$ cat config.mk
export PLATFORM = sky130hd
export DESIGN_NAME = radix6_real_dft_butterfly_top
export DESIGN_NICKNAME = d
export VERILOG_FILES = /design/src/design/r6dft_pkg.sv /design/src/design/r6dft_pre.sv /design/src/design/r6dft_mul.sv /design/src/design/r6dft_post.sv /design/src/design/radix6_real_dft_butterfly_top.sv
export SDC_FILE = /design/constraint.sdc
export NUM_CORES = 2
export LEC_CHECK = 0
export BUFFER_PORTS_ARGS = -buffer_cell sky130_fd_sc_hd__clkbuf_2
export CELL_PAD_IN_SITES_DETAIL_PLACEMENT = 0
export CELL_PAD_IN_SITES_GLOBAL_PLACEMENT = 1
export CORE_MARGIN = 2
export CORE_UTILIZATION = 46
export DETAILED_ROUTE_END_ITERATION = 8
export GPL_ROUTABILITY_DRIVEN = 0
export PLACE_DENSITY = 0.89
export SYNTH_ARGS = -nofsm -noshare
export SYNTH_HDL_FRONTEND = slang
export SYNTH_SLANG_ARGS = --single-unit
$ cat constraint.sdc
create_clock -name clk -period 15.65 [get_ports clk]
set_clock_uncertainty 0.2 [all_clocks]
set_input_delay 1.565 -clock clk [delete_from_list [all_inputs] [get_ports clk]]
set_output_delay 1.565 -clock clk [all_outputs]
set_load 0.03 [all_outputs]
$ cat src/design/r6dft_pkg.sv
package r6dft_pkg;

    typedef struct packed {
        logic valid;
        logic last;
        logic inv;
    } ctl_t;

    // Square root rounded to nearest, evaluated at elaboration for coefficients.
    function automatic longint unsigned round_sqrt(input longint unsigned n);
        longint unsigned r;
        longint unsigned bv;
        longint unsigned rem;
        r   = 0;
        bv  = 64'h4000_0000_0000_0000;
        rem = n;
        for (int i = 0; i < 32; i++)
        begin
            if (bv > n)
            begin
                bv = bv >> 2;
            end
        end
        for (int i = 0; i < 32; i++)
        begin
            if (bv != 0)
            begin
                if (rem >= r + bv)
                begin
                    rem = rem - (r + bv);
                    r   = (r >> 1) + bv;
                end
                else
                begin
                    r = r >> 1;
                end
                bv = bv >> 2;
            end
        end
        if (rem > r)
        begin
            r = r + 1;
        end
        return r;
    endfunction

endpackage

$ cat src/design/r6dft_pre.sv
module r6dft_pre #(
    parameter int W = 16
) (
    input  logic                clk,
    input  logic                rst_n,
    input  logic                adv,
    input  r6dft_pkg::ctl_t     in_ctl,
    input  logic signed [W-1:0] x0,
    input  logic signed [W-1:0] x1,
    input  logic signed [W-1:0] x2,
    input  logic signed [W-1:0] x3,
    input  logic signed [W-1:0] x4,
    input  logic signed [W-1:0] x5,
    output r6dft_pkg::ctl_t     out_ctl,
    output logic signed [W+1:0] ma,
    output logic signed [W+1:0] mb,
    output logic signed [W+2:0] u0,
    output logic signed [W+2:0] u1,
    output logic signed [W+2:0] u2,
    output logic signed [W+2:0] u3
);

    localparam int AW = W + 1;
    localparam int MW = W + 2;
    localparam int UW = W + 3;

    r6dft_pkg::ctl_t ctl1_reg;
    r6dft_pkg::ctl_t ctl2_reg;

    logic signed [AW-1:0] p0_reg, p1_reg, p2_reg, p3_reg, p4_reg, p5_reg;
    logic signed [AW-1:0] p0_next, p1_next, p2_next, p3_next, p4_next, p5_next;
    logic signed [MW-1:0] ma_reg, mb_reg, ma_next, mb_next;
    logic signed [UW-1:0] u0_reg, u1_reg, u2_reg, u3_reg;
    logic signed [UW-1:0] u0_next, u1_next, u2_next, u3_next;

    // First level: pairwise sums and differences, paired by mode.
    always_comb
    begin
        if (in_ctl.inv)
        begin
            p0_next = AW'(x0) + AW'(x5);
            p1_next = AW'(x0) - AW'(x5);
            p2_next = AW'(x1) + AW'(x3);
            p3_next = AW'(x1) - AW'(x3);
        end
        else
        begin
            p0_next = AW'(x0) + AW'(x3);
            p1_next = AW'(x0) - AW'(x3);
            p2_next = AW'(x1) + AW'(x2);
            p3_next = AW'(x1) - AW'(x2);
        end
        p4_next = in_ctl.inv ? AW'(x2) + AW'(x4) : AW'(x5) + AW'(x4);
        p5_next = in_ctl.inv ? AW'(x2) - AW'(x4) : AW'(x5) - AW'(x4);
    end

    // Second level: multiplier operands and the terms for the final sums.
    always_comb
    begin
        if (ctl1_reg.inv)
        begin
            ma_next = MW'(p4_reg);
            mb_next = MW'(p5_reg);
            u0_next = UW'(p1_reg) + UW'(p3_reg);
            u1_next = UW'(p0_reg) - UW'(p2_reg);
            u2_next = UW'(p0_reg) + (UW'(p2_reg) <<< 1);
            u3_next = UW'(p1_reg) - (UW'(p3_reg) <<< 1);
        end
        else
        begin
            ma_next = MW'(p4_reg) - MW'(p2_reg);
            mb_next = MW'(p5_reg) - MW'(p3_reg);
            u0_next = UW'(p0_reg);
            u1_next = UW'(p1_reg);
            u2_next = UW'(p2_reg) + UW'(p4_reg);
            u3_next = UW'(p3_reg) + UW'(p5_reg);
        end
    end

    always_ff @(posedge clk or negedge rst_n)
    begin
        if (!rst_n)
        begin
            ctl1_reg <= '0;
            ctl2_reg <= '0;
        end
        else if (adv)
        begin
            ctl1_reg <= in_ctl;
            ctl2_reg <= ctl1_reg;
        end
    end

    always_ff @(posedge clk)
    begin
        if (adv)
        begin
            p0_reg <= p0_next;
            p1_reg <= p1_next;
            p2_reg <= p2_next;
            p3_reg <= p3_next;
            p4_reg <= p4_next;
            p5_reg <= p5_next;
            ma_reg <= ma_next;
            mb_reg <= mb_next;
            u0_reg <= u0_next;
            u1_reg <= u1_next;
            u2_reg <= u2_next;
            u3_reg <= u3_next;
        end
    end

    assign out_ctl = ctl2_reg;
    assign ma      = ma_reg;
    assign mb      = mb_reg;
    assign u0      = u0_reg;
    assign u1      = u1_reg;
    assign u2      = u2_reg;
    assign u3      = u3_reg;

endmodule

$ cat src/design/r6dft_mul.sv
module r6dft_mul #(
    parameter int W = 16,
    parameter int F = 15
) (
    input  logic                  clk,
    input  logic                  rst_n,
    input  logic                  adv,
    input  r6dft_pkg::ctl_t       in_ctl,
    input  logic signed [W+1:0]   ma,
    input  logic signed [W+1:0]   mb,
    input  logic signed [W+2:0]   u0_in,
    input  logic signed [W+2:0]   u1_in,
    input  logic signed [W+2:0]   u2_in,
    input  logic signed [W+2:0]   u3_in,
    output r6dft_pkg::ctl_t       out_ctl,
    output logic signed [W+F+3:0] pa,
    output logic signed [W+F+3:0] pb,
    output logic signed [W+2:0]   u0,
    output logic signed [W+2:0]   u1,
    output logic signed [W+2:0]   u2,
    output logic signed [W+2:0]   u3
);

    localparam int PW = W + F + 4;
    localparam int CW = F + 2;
    localparam longint unsigned CHALF = r6dft_pkg::round_sqrt(64'd3 << (2 * F - 2));
    localparam longint unsigned CFULL = r6dft_pkg::round_sqrt(64'd3 << (2 * F));
    localparam logic signed [CW-1:0] COEF_HALF = CW'(CHALF);
    localparam logic signed [CW-1:0] COEF_FULL = CW'(CFULL);

    r6dft_pkg::ctl_t ctl_reg;

    logic signed [CW-1:0]  coef;
    logic signed [PW-1:0]  pa_reg, pb_reg, pa_next, pb_next;
    logic signed [W+2:0]   u0_reg, u1_reg, u2_reg, u3_reg;

    // sqrt(3)/2 scales the forward imaginary parts, sqrt(3) the inverse ones.
    assign coef    = in_ctl.inv ? COEF_FULL : COEF_HALF;
    assign pa_next = PW'(ma) * PW'(coef);
    assign pb_next = PW'(mb) * PW'(coef);

    always_ff @(posedge clk or negedge rst_n)
    begin
        if (!rst_n)
        begin
            ctl_reg <= '0;
        end
        else if (adv)
        begin
            ctl_reg <= in_ctl;
        end
    end

    always_ff @(posedge clk)
    begin
        if (adv)
        begin
            pa_reg <= pa_next;
            pb_reg <= pb_next;
            u0_reg <= u0_in;
            u1_reg <= u1_in;
            u2_reg <= u2_in;
            u3_reg <= u3_in;
        end
    end

    assign out_ctl = ctl_reg;
    assign pa      = pa_reg;
    assign pb      = pb_reg;
    assign u0      = u0_reg;
    assign u1      = u1_reg;
    assign u2      = u2_reg;
    assign u3      = u3_reg;

endmodule

$ cat src/design/r6dft_post.sv
module r6dft_post #(
    parameter int W = 16,
    parameter int F = 15
) (
    input  logic                  clk,
    input  logic                  rst_n,
    input  logic                  adv,
    input  r6dft_pkg::ctl_t       in_ctl,
    input  logic signed [W+F+3:0] pa,
    input  logic signed [W+F+3:0] pb,
    input  logic signed [W+2:0]   u0,
    input  logic signed [W+2:0]   u1,
    input  logic signed [W+2:0]   u2,
    input  logic signed [W+2:0]   u3,
    output r6dft_pkg::ctl_t       out_ctl,
    output logic signed [W+3:0]   y0,
    output logic signed [W+3:0]   y1,
    output logic signed [W+3:0]   y2,
    output logic signed [W+3:0]   y3,
    output logic signed [W+3:0]   y4,
    output logic signed [W+3:0]   y5
);

    localparam int PW = W + F + 4;
    localparam int OW = W + 4;
    localparam logic signed [PW-1:0] HALF_LSB = PW'(1) <<< (F - 1);

    r6dft_pkg::ctl_t ctl_reg;

    logic signed [PW-1:0] ra_full, rb_full;
    logic signed [OW-1:0] ra, rb;
    logic signed [OW-1:0] e0, e1, e2, e3;
    logic signed [OW-1:0] y0_reg, y1_reg, y2_reg, y3_reg, y4_reg, y5_reg;
    logic signed [OW-1:0] y0_next, y1_next, y2_next, y3_next, y4_next, y5_next;

    // Round to nearest, ties toward plus infinity.
    assign ra_full = (pa + HALF_LSB) >>> F;
    assign rb_full = (pb + HALF_LSB) >>> F;
    assign ra      = ra_full[OW-1:0];
    assign rb      = rb_full[OW-1:0];

    assign e0 = OW'(u0);
    assign e1 = OW'(u1);
    assign e2 = OW'(u2);
    assign e3 = OW'(u3);

    always_comb
    begin
        if (in_ctl.inv)
        begin
            y0_next = e2;
            y1_next = e0 - ra;
            y2_next = e1 - rb;
            y3_next = e3;
            y4_next = e1 + rb;
            y5_next = e0 + ra;
        end
        else
        begin
            y0_next = e0 + e2;
            y1_next = e1 + (e3 >>> 1);
            y2_next = ra;
            y3_next = e0 - (e2 >>> 1);
            y4_next = rb;
            y5_next = e1 - e3;
        end
    end

    always_ff @(posedge clk or negedge rst_n)
    begin
        if (!rst_n)
        begin
            ctl_reg <= '0;
        end
        else if (adv)
        begin
            ctl_reg <= in_ctl;
        end
    end

    always_ff @(posedge clk)
    begin
        if (adv)
        begin
            y0_reg <= y0_next;
            y1_reg <= y1_next;
            y2_reg <= y2_next;
            y3_reg <= y3_next;
            y4_reg <= y4_next;
            y5_reg <= y5_next;
        end
    end

    assign out_ctl = ctl_reg;
    assign y0      = y0_reg;
    assign y1      = y1_reg;
    assign y2      = y2_reg;
    assign y3      = y3_reg;
    assign y4      = y4_reg;
    assign y5      = y5_reg;

endmodule

$ cat src/design/radix6_real_dft_butterfly_top.sv
// Throughput is one transform per cycle, while the output is not stalled, through two
// adder stages, one stage of two constant multipliers, and one rounding and final-sum
// stage, which an input transfer passes in order to reach the output register.
// A stalled output freezes the whole pipeline, so nothing is lost or repeated.
// Reset clears all valid bits and sets the mode register to forward.
module radix6_real_dft_butterfly_top #(
    parameter int SAMPLE_WIDTH   = 16,
    parameter int COEF_FRAC_BITS = 15
) (
    input  logic                                      clk,
    input  logic                                      rst_n,
    input  logic                                      cfg_valid,
    output logic                                      cfg_ready,
    input  logic                                      cfg_data,
    input  logic                                      s_axis_tvalid,
    output logic                                      s_axis_tready,
    // Fields from bit 0 up: x0, x1, x2, x3, x4, x5.
    input  logic [((6*SAMPLE_WIDTH+7)/8)*8-1:0]       s_axis_tdata,
    // Field: batch_last.
    input  logic                                      s_axis_tuser,
    output logic                                      m_axis_tvalid,
    input  logic                                      m_axis_tready,
    // Fields from bit 0 up: y0, y1, y2, y3, y4, y5.
    output logic [((6*(SAMPLE_WIDTH+4)+7)/8)*8-1:0]   m_axis_tdata,
    // Field: batch_done.
    output logic                                      m_axis_tuser
);

    localparam int W  = SAMPLE_WIDTH;
    localparam int F  = COEF_FRAC_BITS;
    localparam int OW = W + 4;

    logic mode_reg;
    logic adv;

    r6dft_pkg::ctl_t in_ctl, ctl2, ctl3, ctl4;

    logic signed [W-1:0]   x0, x1, x2, x3, x4, x5;
    logic signed [W+1:0]   ma, mb;
    logic signed [W+2:0]   u0a, u1a, u2a, u3a;
    logic signed [W+2:0]   u0b, u1b, u2b, u3b;
    logic signed [W+F+3:0] pa, pb;
    logic signed [OW-1:0]  y0, y1, y2, y3, y4, y5;

    always_ff @(posedge clk or negedge rst_n)
    begin
        if (!rst_n)
        begin
            mode_reg <= 1'b0;
        end
        else if (cfg_valid && cfg_ready)
        begin
            mode_reg <= cfg_data;
        end
    end

    assign cfg_ready     = 1'b1;
    assign adv           = !ctl4.valid || m_axis_tready;
    assign s_axis_tready = adv;

    assign x0 = s_axis_tdata[0*W +: W];
    assign x1 = s_axis_tdata[1*W +: W];
    assign x2 = s_axis_tdata[2*W +: W];
    assign x3 = s_axis_tdata[3*W +: W];
    assign x4 = s_axis_tdata[4*W +: W];
    assign x5 = s_axis_tdata[5*W +: W];

    assign in_ctl = '{valid: s_axis_tvalid, last: s_axis_tuser, inv: mode_reg};

    r6dft_pre #(.W(W)) u_pre (
        .clk     (clk),
        .rst_n   (rst_n),
        .adv     (adv),
        .in_ctl  (in_ctl),
        .x0      (x0),
        .x1      (x1),
        .x2      (x2),
        .x3      (x3),
        .x4      (x4),
        .x5      (x5),
        .out_ctl (ctl2),
        .ma      (ma),
        .mb      (mb),
        .u0      (u0a),
        .u1      (u1a),
        .u2      (u2a),
        .u3      (u3a)
    );

    r6dft_mul #(.W(W), .F(F)) u_mul (
        .clk     (clk),
        .rst_n   (rst_n),
        .adv     (adv),
        .in_ctl  (ctl2),
        .ma      (ma),
        .mb      (mb),
        .u0_in   (u0a),
        .u1_in   (u1a),
        .u2_in   (u2a),
        .u3_in   (u3a),
        .out_ctl (ctl3),
        .pa      (pa),
        .pb      (pb),
        .u0      (u0b),
        .u1      (u1b),
        .u2      (u2b),
        .u3      (u3b)
    );

    r6dft_post #(.W(W), .F(F)) u_post (
        .clk     (clk),
        .rst_n   (rst_n),
        .adv     (adv),
        .in_ctl  (ctl3),
        .pa      (pa),
        .pb      (pb),
        .u0      (u0b),
        .u1      (u1b),
        .u2      (u2b),
        .u3      (u3b),
        .out_ctl (ctl4),
        .y0      (y0),
        .y1      (y1),
        .y2      (y2),
        .y3      (y3),
        .y4      (y4),
        .y5      (y5)
    );

    always_comb
    begin
        m_axis_tdata             = '0;
        m_axis_tdata[0*OW +: OW] = y0;
        m_axis_tdata[1*OW +: OW] = y1;
        m_axis_tdata[2*OW +: OW] = y2;
        m_axis_tdata[3*OW +: OW] = y3;
        m_axis_tdata[4*OW +: OW] = y4;
        m_axis_tdata[5*OW +: OW] = y5;
    end

    assign m_axis_tvalid = ctl4.valid;
    assign m_axis_tuser  = ctl4.last;

`ifndef SYNTHESIS
    // A held result must stall the input side.
    a_stall_back: assert property (@(posedge clk) disable iff (!rst_n)
        m_axis_tvalid && !m_axis_tready |-> !s_axis_tready)
        else $error("input accepted while output is stalled");

    // An accepted transform reaches the output once each later stage advances.
    a_latency: assert property (@(posedge clk) disable iff (!rst_n)
        (s_axis_tvalid && s_axis_tready) ##1 adv ##1 adv ##1 adv |=> m_axis_tvalid)
        else $error("accepted transform did not reach the output");

    // A bubble in the last internal stage leaves the output empty.
    a_bubble: assert property (@(posedge clk) disable iff (!rst_n)
        adv && !ctl3.valid |=> !m_axis_tvalid)
        else $error("result appeared without a transform behind it");
`endif

endmodule
# After elaboration in Yosys (flattened, before gate mapping)
# Cells that the tools add are included.
# Widths: inputs -> output; s select.
[classes]
mux = 19
reduce_logical = 2
n_addsub = 30
mul = 2
[ops]
columns = ["op", "n"]
rows = [
  ["$mux 20", 6],
  ["$add 16x16->17", 6],
  ["$mux 17", 6],
  ["$sub 16x16->17", 6],
  ["$mux 19", 4],
  ["$add 35x16->35 const B", 2],
  ["$mul 18x17->35", 2],
  ["$add 17x17->18", 3],
  ["$sub 17x17->18", 3],
  ["$add 19x20->20", 2],
  ["$sub 19x20->20", 2],
  ["$mux 18", 2],
  ["$add 19x18->20", 1],
  ["$add 19x19->20", 1],
  ["$sub 19x18->20", 1],
  ["$sub 19x19->20", 1],
  ["$add 17x18->19", 1],
  ["$sub 17x18->19", 1],
  ["$mux 16", 1],
  ["$logic_not 1->1", 1],
  ["$logic_or 1x1->1", 1],
]
[totals]
reg_bits = 492
elab_cells = 89
out_inout_bits = 124

# Logic depth before layout (Yosys ltp)
[logic_depth]
depth_word = 3
ltp_mapped = 27

# Cells and area by module
# From an unflattened synthesis, not the netlist that was laid out.
[hier_totals]
cells_unflattened = 5367
hier_area_um2 = 52555.4
[by_module_without_submodules]
columns = ["module", "area_each_um2", "instances", "cells_per_inst"]
rows = [
  ["r6dft_mul", 20927.6, 1, 1855],
  ["r6dft_pre", 18561.6, 1, 1991],
  ["r6dft_post", 13008.7, 1, 1516],
  ["radix6_real_dft_butterfly_top", 57.6, 1, 5],
]

# Worst setup path after synthesis
# Ideal clock, no wire load.
[synth_path]
kind = "input -> register"
from = "in m_axis_tready"
to = "reg u_mul.ctl_reg, in the netlist u_mul.out_ctl[1]"
t_required_ps = 15317
path_slack_ps = -421
cell_stages = 3
setup_ps = 133
arrival_time_ps = 15738
cell_sequence = "nand2b_1 -> clkbuf_1 -> mux2_2"
[synth_between]
elab_chain_len = 1
[synth_lines]
columns = ["item", "line_no", "rtl"]
rows = [
  ["from (decl)", "radix6_real_dft_butterfly_top.sv:22", "input logic m_axis_tready,"],
  ["$logic_or 1x1->1", "radix6_real_dft_butterfly_top.sv:58", "assign adv = !ctl4.valid || m_axis_tready;"],
  ["named net s_axis_tready", "radix6_real_dft_butterfly_top.sv:16", "output logic s_axis_tready,"],
  ["to (signal assigned)", "r6dft_mul.sv:50", "ctl_reg <= in_ctl;"],
  ["to (decl)", "r6dft_mul.sv:31", "r6dft_pkg::ctl_t ctl_reg;"],
]
# The timed path passes the listed nets, and every way through them passes these cells.
# A chain may end at the register's enable or synchronous reset.

# Final worst setup path
[layout_path]
from = "reg u_pre.ctl2_reg, in the netlist u_pre.out_ctl[0]"
to = "reg u_mul.pb_reg[34], in the netlist u_mul.pb[34], data pin"
[layout_between]
elab_chain_len = 2
[layout_lines]
columns = ["item", "line_no", "rtl"]
rows = [
  ["from (decl)", "r6dft_pre.sv:28", "r6dft_pkg::ctl_t ctl2_reg;"],
  ["from (signal assigned)", "r6dft_pre.sv:90", "ctl2_reg <= ctl1_reg;"],
  ["$mux 16", "r6dft_mul.sv:38", "assign coef = in_ctl.inv ? COEF_FULL : COEF_HALF;"],
  ["$mul 18x17->35", "r6dft_mul.sv:40", "assign pb_next = PW'(mb) * PW'(coef);"],
  ["named net u_mul.pb_next[34]", "r6dft_mul.sv:34", "logic signed [PW-1:0] pa_reg, pb_reg, pa_next, pb_next;"],
  ["to (signal assigned)", "r6dft_mul.sv:59", "pb_reg <= pb_next;"],
  ["to (decl)", "r6dft_mul.sv:34", ""],
]
# The timed path passes the listed nets, and every way through them passes these cells.

==> impl_results.md <==
* Status: completed
* Fillcell total at 9,656
* Post-synth EDFFs at 440
* Slew @ Worst Pin at 1080 ps
* Worst-Skew Late Latency at 630 ps
* Die Y at 333 um
* WL per Instance at 19.2 um
* Main synth FF type: edfxtp_1
* RSZ-0062 raised after global routing: no
* Final-report setup violation count at 0
* Number of I/O port buffers at 225
* Nets at 6,393
* Vias/cell at 5.46
* Top-level I/O count at 227
* Initial DRT Pass Iterations at 7
* Initial antenna violation count at 1
* Ant diodes at 0
* Via count at 36,600
* Mapped Cells at 5,091
* DP HPWL at 107 mm
* Fin crit period at 7870 ps
* # resized after CTS at 0
* CTS tree: done
* Crit-path leading delay family: adder cells
* Final Worst Setup Slack at 7780 ps
* CTS Buffer Depth at 3
* Post-place setup slack at 7800 ps
* # hold bufs at CTS at 0
* Number of nets with antenna violations after routing at 0
* CTS buffer count at 50
* CTS Root Cell: clkbuf_16
* Max stage delay on crit path at 710 ps
* Synth area leaders: edfxtp_1 (27%), fa_1 (17%), ha_1 (15%)
* First-pass GRT wire length at 200 mm
* Grt ovf at 0
* Area of the multi-input gates at 32,800 um2
* Register area share after synthesis at 0.271
* Critical path type: register to register
* Area fraction of the dominant cell type after synthesis at 0.265
* Yosys warnings at 0
* Core Area at 107,000 um2
* WP data required at 15,840 ps
* Synthesized flop and latch total at 452
* Crit-path most repeated cell: fa_1
* Period utilization at 0.503
* Vias in the first global route at 36,100
* Total die area at 111,000 um2
* Setup_tns at 0 ps
* Mean Syn Cell Area at 9.79 um2
* Critical path launch point type: register
* Slew HR at 0.281
* Buf+Inv Stages, Crit Path at 6
* Row count at 120
* Drt initial violations at 2,926
* Postcts setup bufs at 0
* Initial core utilization at 0.465
* Most frequent cells in the layout: inv_1 (800), ha_1 (617), edfxtp_1 (440), fa_1 (416), nor2_1 (302)
* Netlist cell types at 83
* Htree depth at 2
* Critical path cell sequence: buf_4 > nand2_1 > inv_1 > fa_1 > inv_1 > fa_1 > inv_1 > fa_1 > fa_1 > fa_1 > inv_1 > fa_1 > inv_1 > ha_1 > a211oi_1 > nand2_1 > o21ai_0 > o21ai_0 > o2111ai_1 > o21ai_1 > a211oi_1 > o21bai_1 > xnor2_1
* Register area at 13,500 um2
* Max Cap Viol at 0
* Die width at 333 um
* Clock-pin slew on the worst setup and hold paths at 80 ps
* Worst path slowest cell: dfrtp_2
* Post-synth top area cell: edfxtp_1
* Post-synth ARST share at 0.0265
* Clock sink count at 452
* Crit end category: register
* Pin count of the biggest net entering global routing at 195
* WL final at 128 mm
* Worst min path class: register to register
* Share of layout cells above drive strength 1 at 0.0819
* Arr. time, crit path at 8050 ps
* GRT Overall Usage at 0.230
* Final Hold Viols at 0
* Synthesized area at 49,800 um2
* Synthesis-to-layout area growth at 8.64%
* DRC viols at 0
* Max Slew Vio Count at 0
* FMAX at 127 MHz
* CP max FO at 49
* Most common cell after layout, fill and taps aside: inv_1
worst register-to-register path: cells and delay by family (launching register included):
| family | cells | cell delay (ps) |
|---|---|---|
| AND/OR/NAND/NOR | 2 | 590 |
| XOR/XNOR | 1 | 130 |
| flip-flops | 1 | 710 |
| buffers and inverters | 6 | 1220 |
| AO/OA/AOI/OAI | 7 | 1620 |
| adder cells (fa/ha/maj) | 7 | 3170 |
synthesized netlist by cell type (all sizes together) (104+ instances only):
library cell,instances
edfxtp,440
inv,801
ha,617
o21ai,233
fa,416
clkbuf,145
xor2,132
a21oi,276
nor3,104
xnor2,284
nand2,280
nor2,302
stage by stage:
step,std cells,instance area (um2),hold WS [ps],util
global placement,6608,52400,202,0.489
floorplan,5130,50000,200,-
finish,6702,54200,212,0.505
global route,6702,54200,208,0.505
CTS,6702,54200,205,0.505
detailed placement,6608,52400,205,0.489
per-layer routing:
layer	vias up	global-route usage	share of wire
met5	-	0	0
met4	0	0.0733	0.036
met3	189	0.0288	0.067
met2	1230	0.366	0.44
met1	17600	0.326	0.46
li1	17600	-	-
cell families after synthesis:
logic type | count (synthesis) | synth area share
buffers and inverters | 974 | 0.0738
XOR/XNOR | 416 | 0.0731
adder cells (fa/ha/maj) | 1033 | 0.322
other | 2 | 0.000151
AO/OA/AOI/OAI | 973 | 0.127
AND/OR/NAND/NOR | 1131 | 0.110
multiplexers | 110 | 0.0233
flip-flops | 452 | 0.271
cell type report:
class | count | share of cell area
tap | 1403 | 0.0324
multi-input combinational | 3704 | 0.606
clock inverter | 37 | 0.00827
timing repair buffer | 247 | 0.0241
sequential | 452 | 0.250
clock buffer | 57 | 0.0242
inverter | 802 | 0.0556
worst paths after layout:
kind                             startpoint                 to  slack [ps]  cells after the start
setup / recovery           u_pre.out_ctl[0]       u_mul.pb[34]        7780                     23
hold / removal                  u_pre.u3[9]        u_mul.u3[9]         210                      0
setup reg to reg           u_pre.out_ctl[0]       u_mul.pb[34]        7780                     23
hold reg to reg                 u_pre.u3[9]        u_mul.u3[9]         210                      0
max in group asynchronous             rst_n  u_pre.ctl1_reg[0]       14070                      1
min in group asynchronous             rst_n   u_mul.out_ctl[2]         730                      1
Power is not shown: default switching activity piles up to over one toggle a cycle in this logic, so the estimate is an artifact.
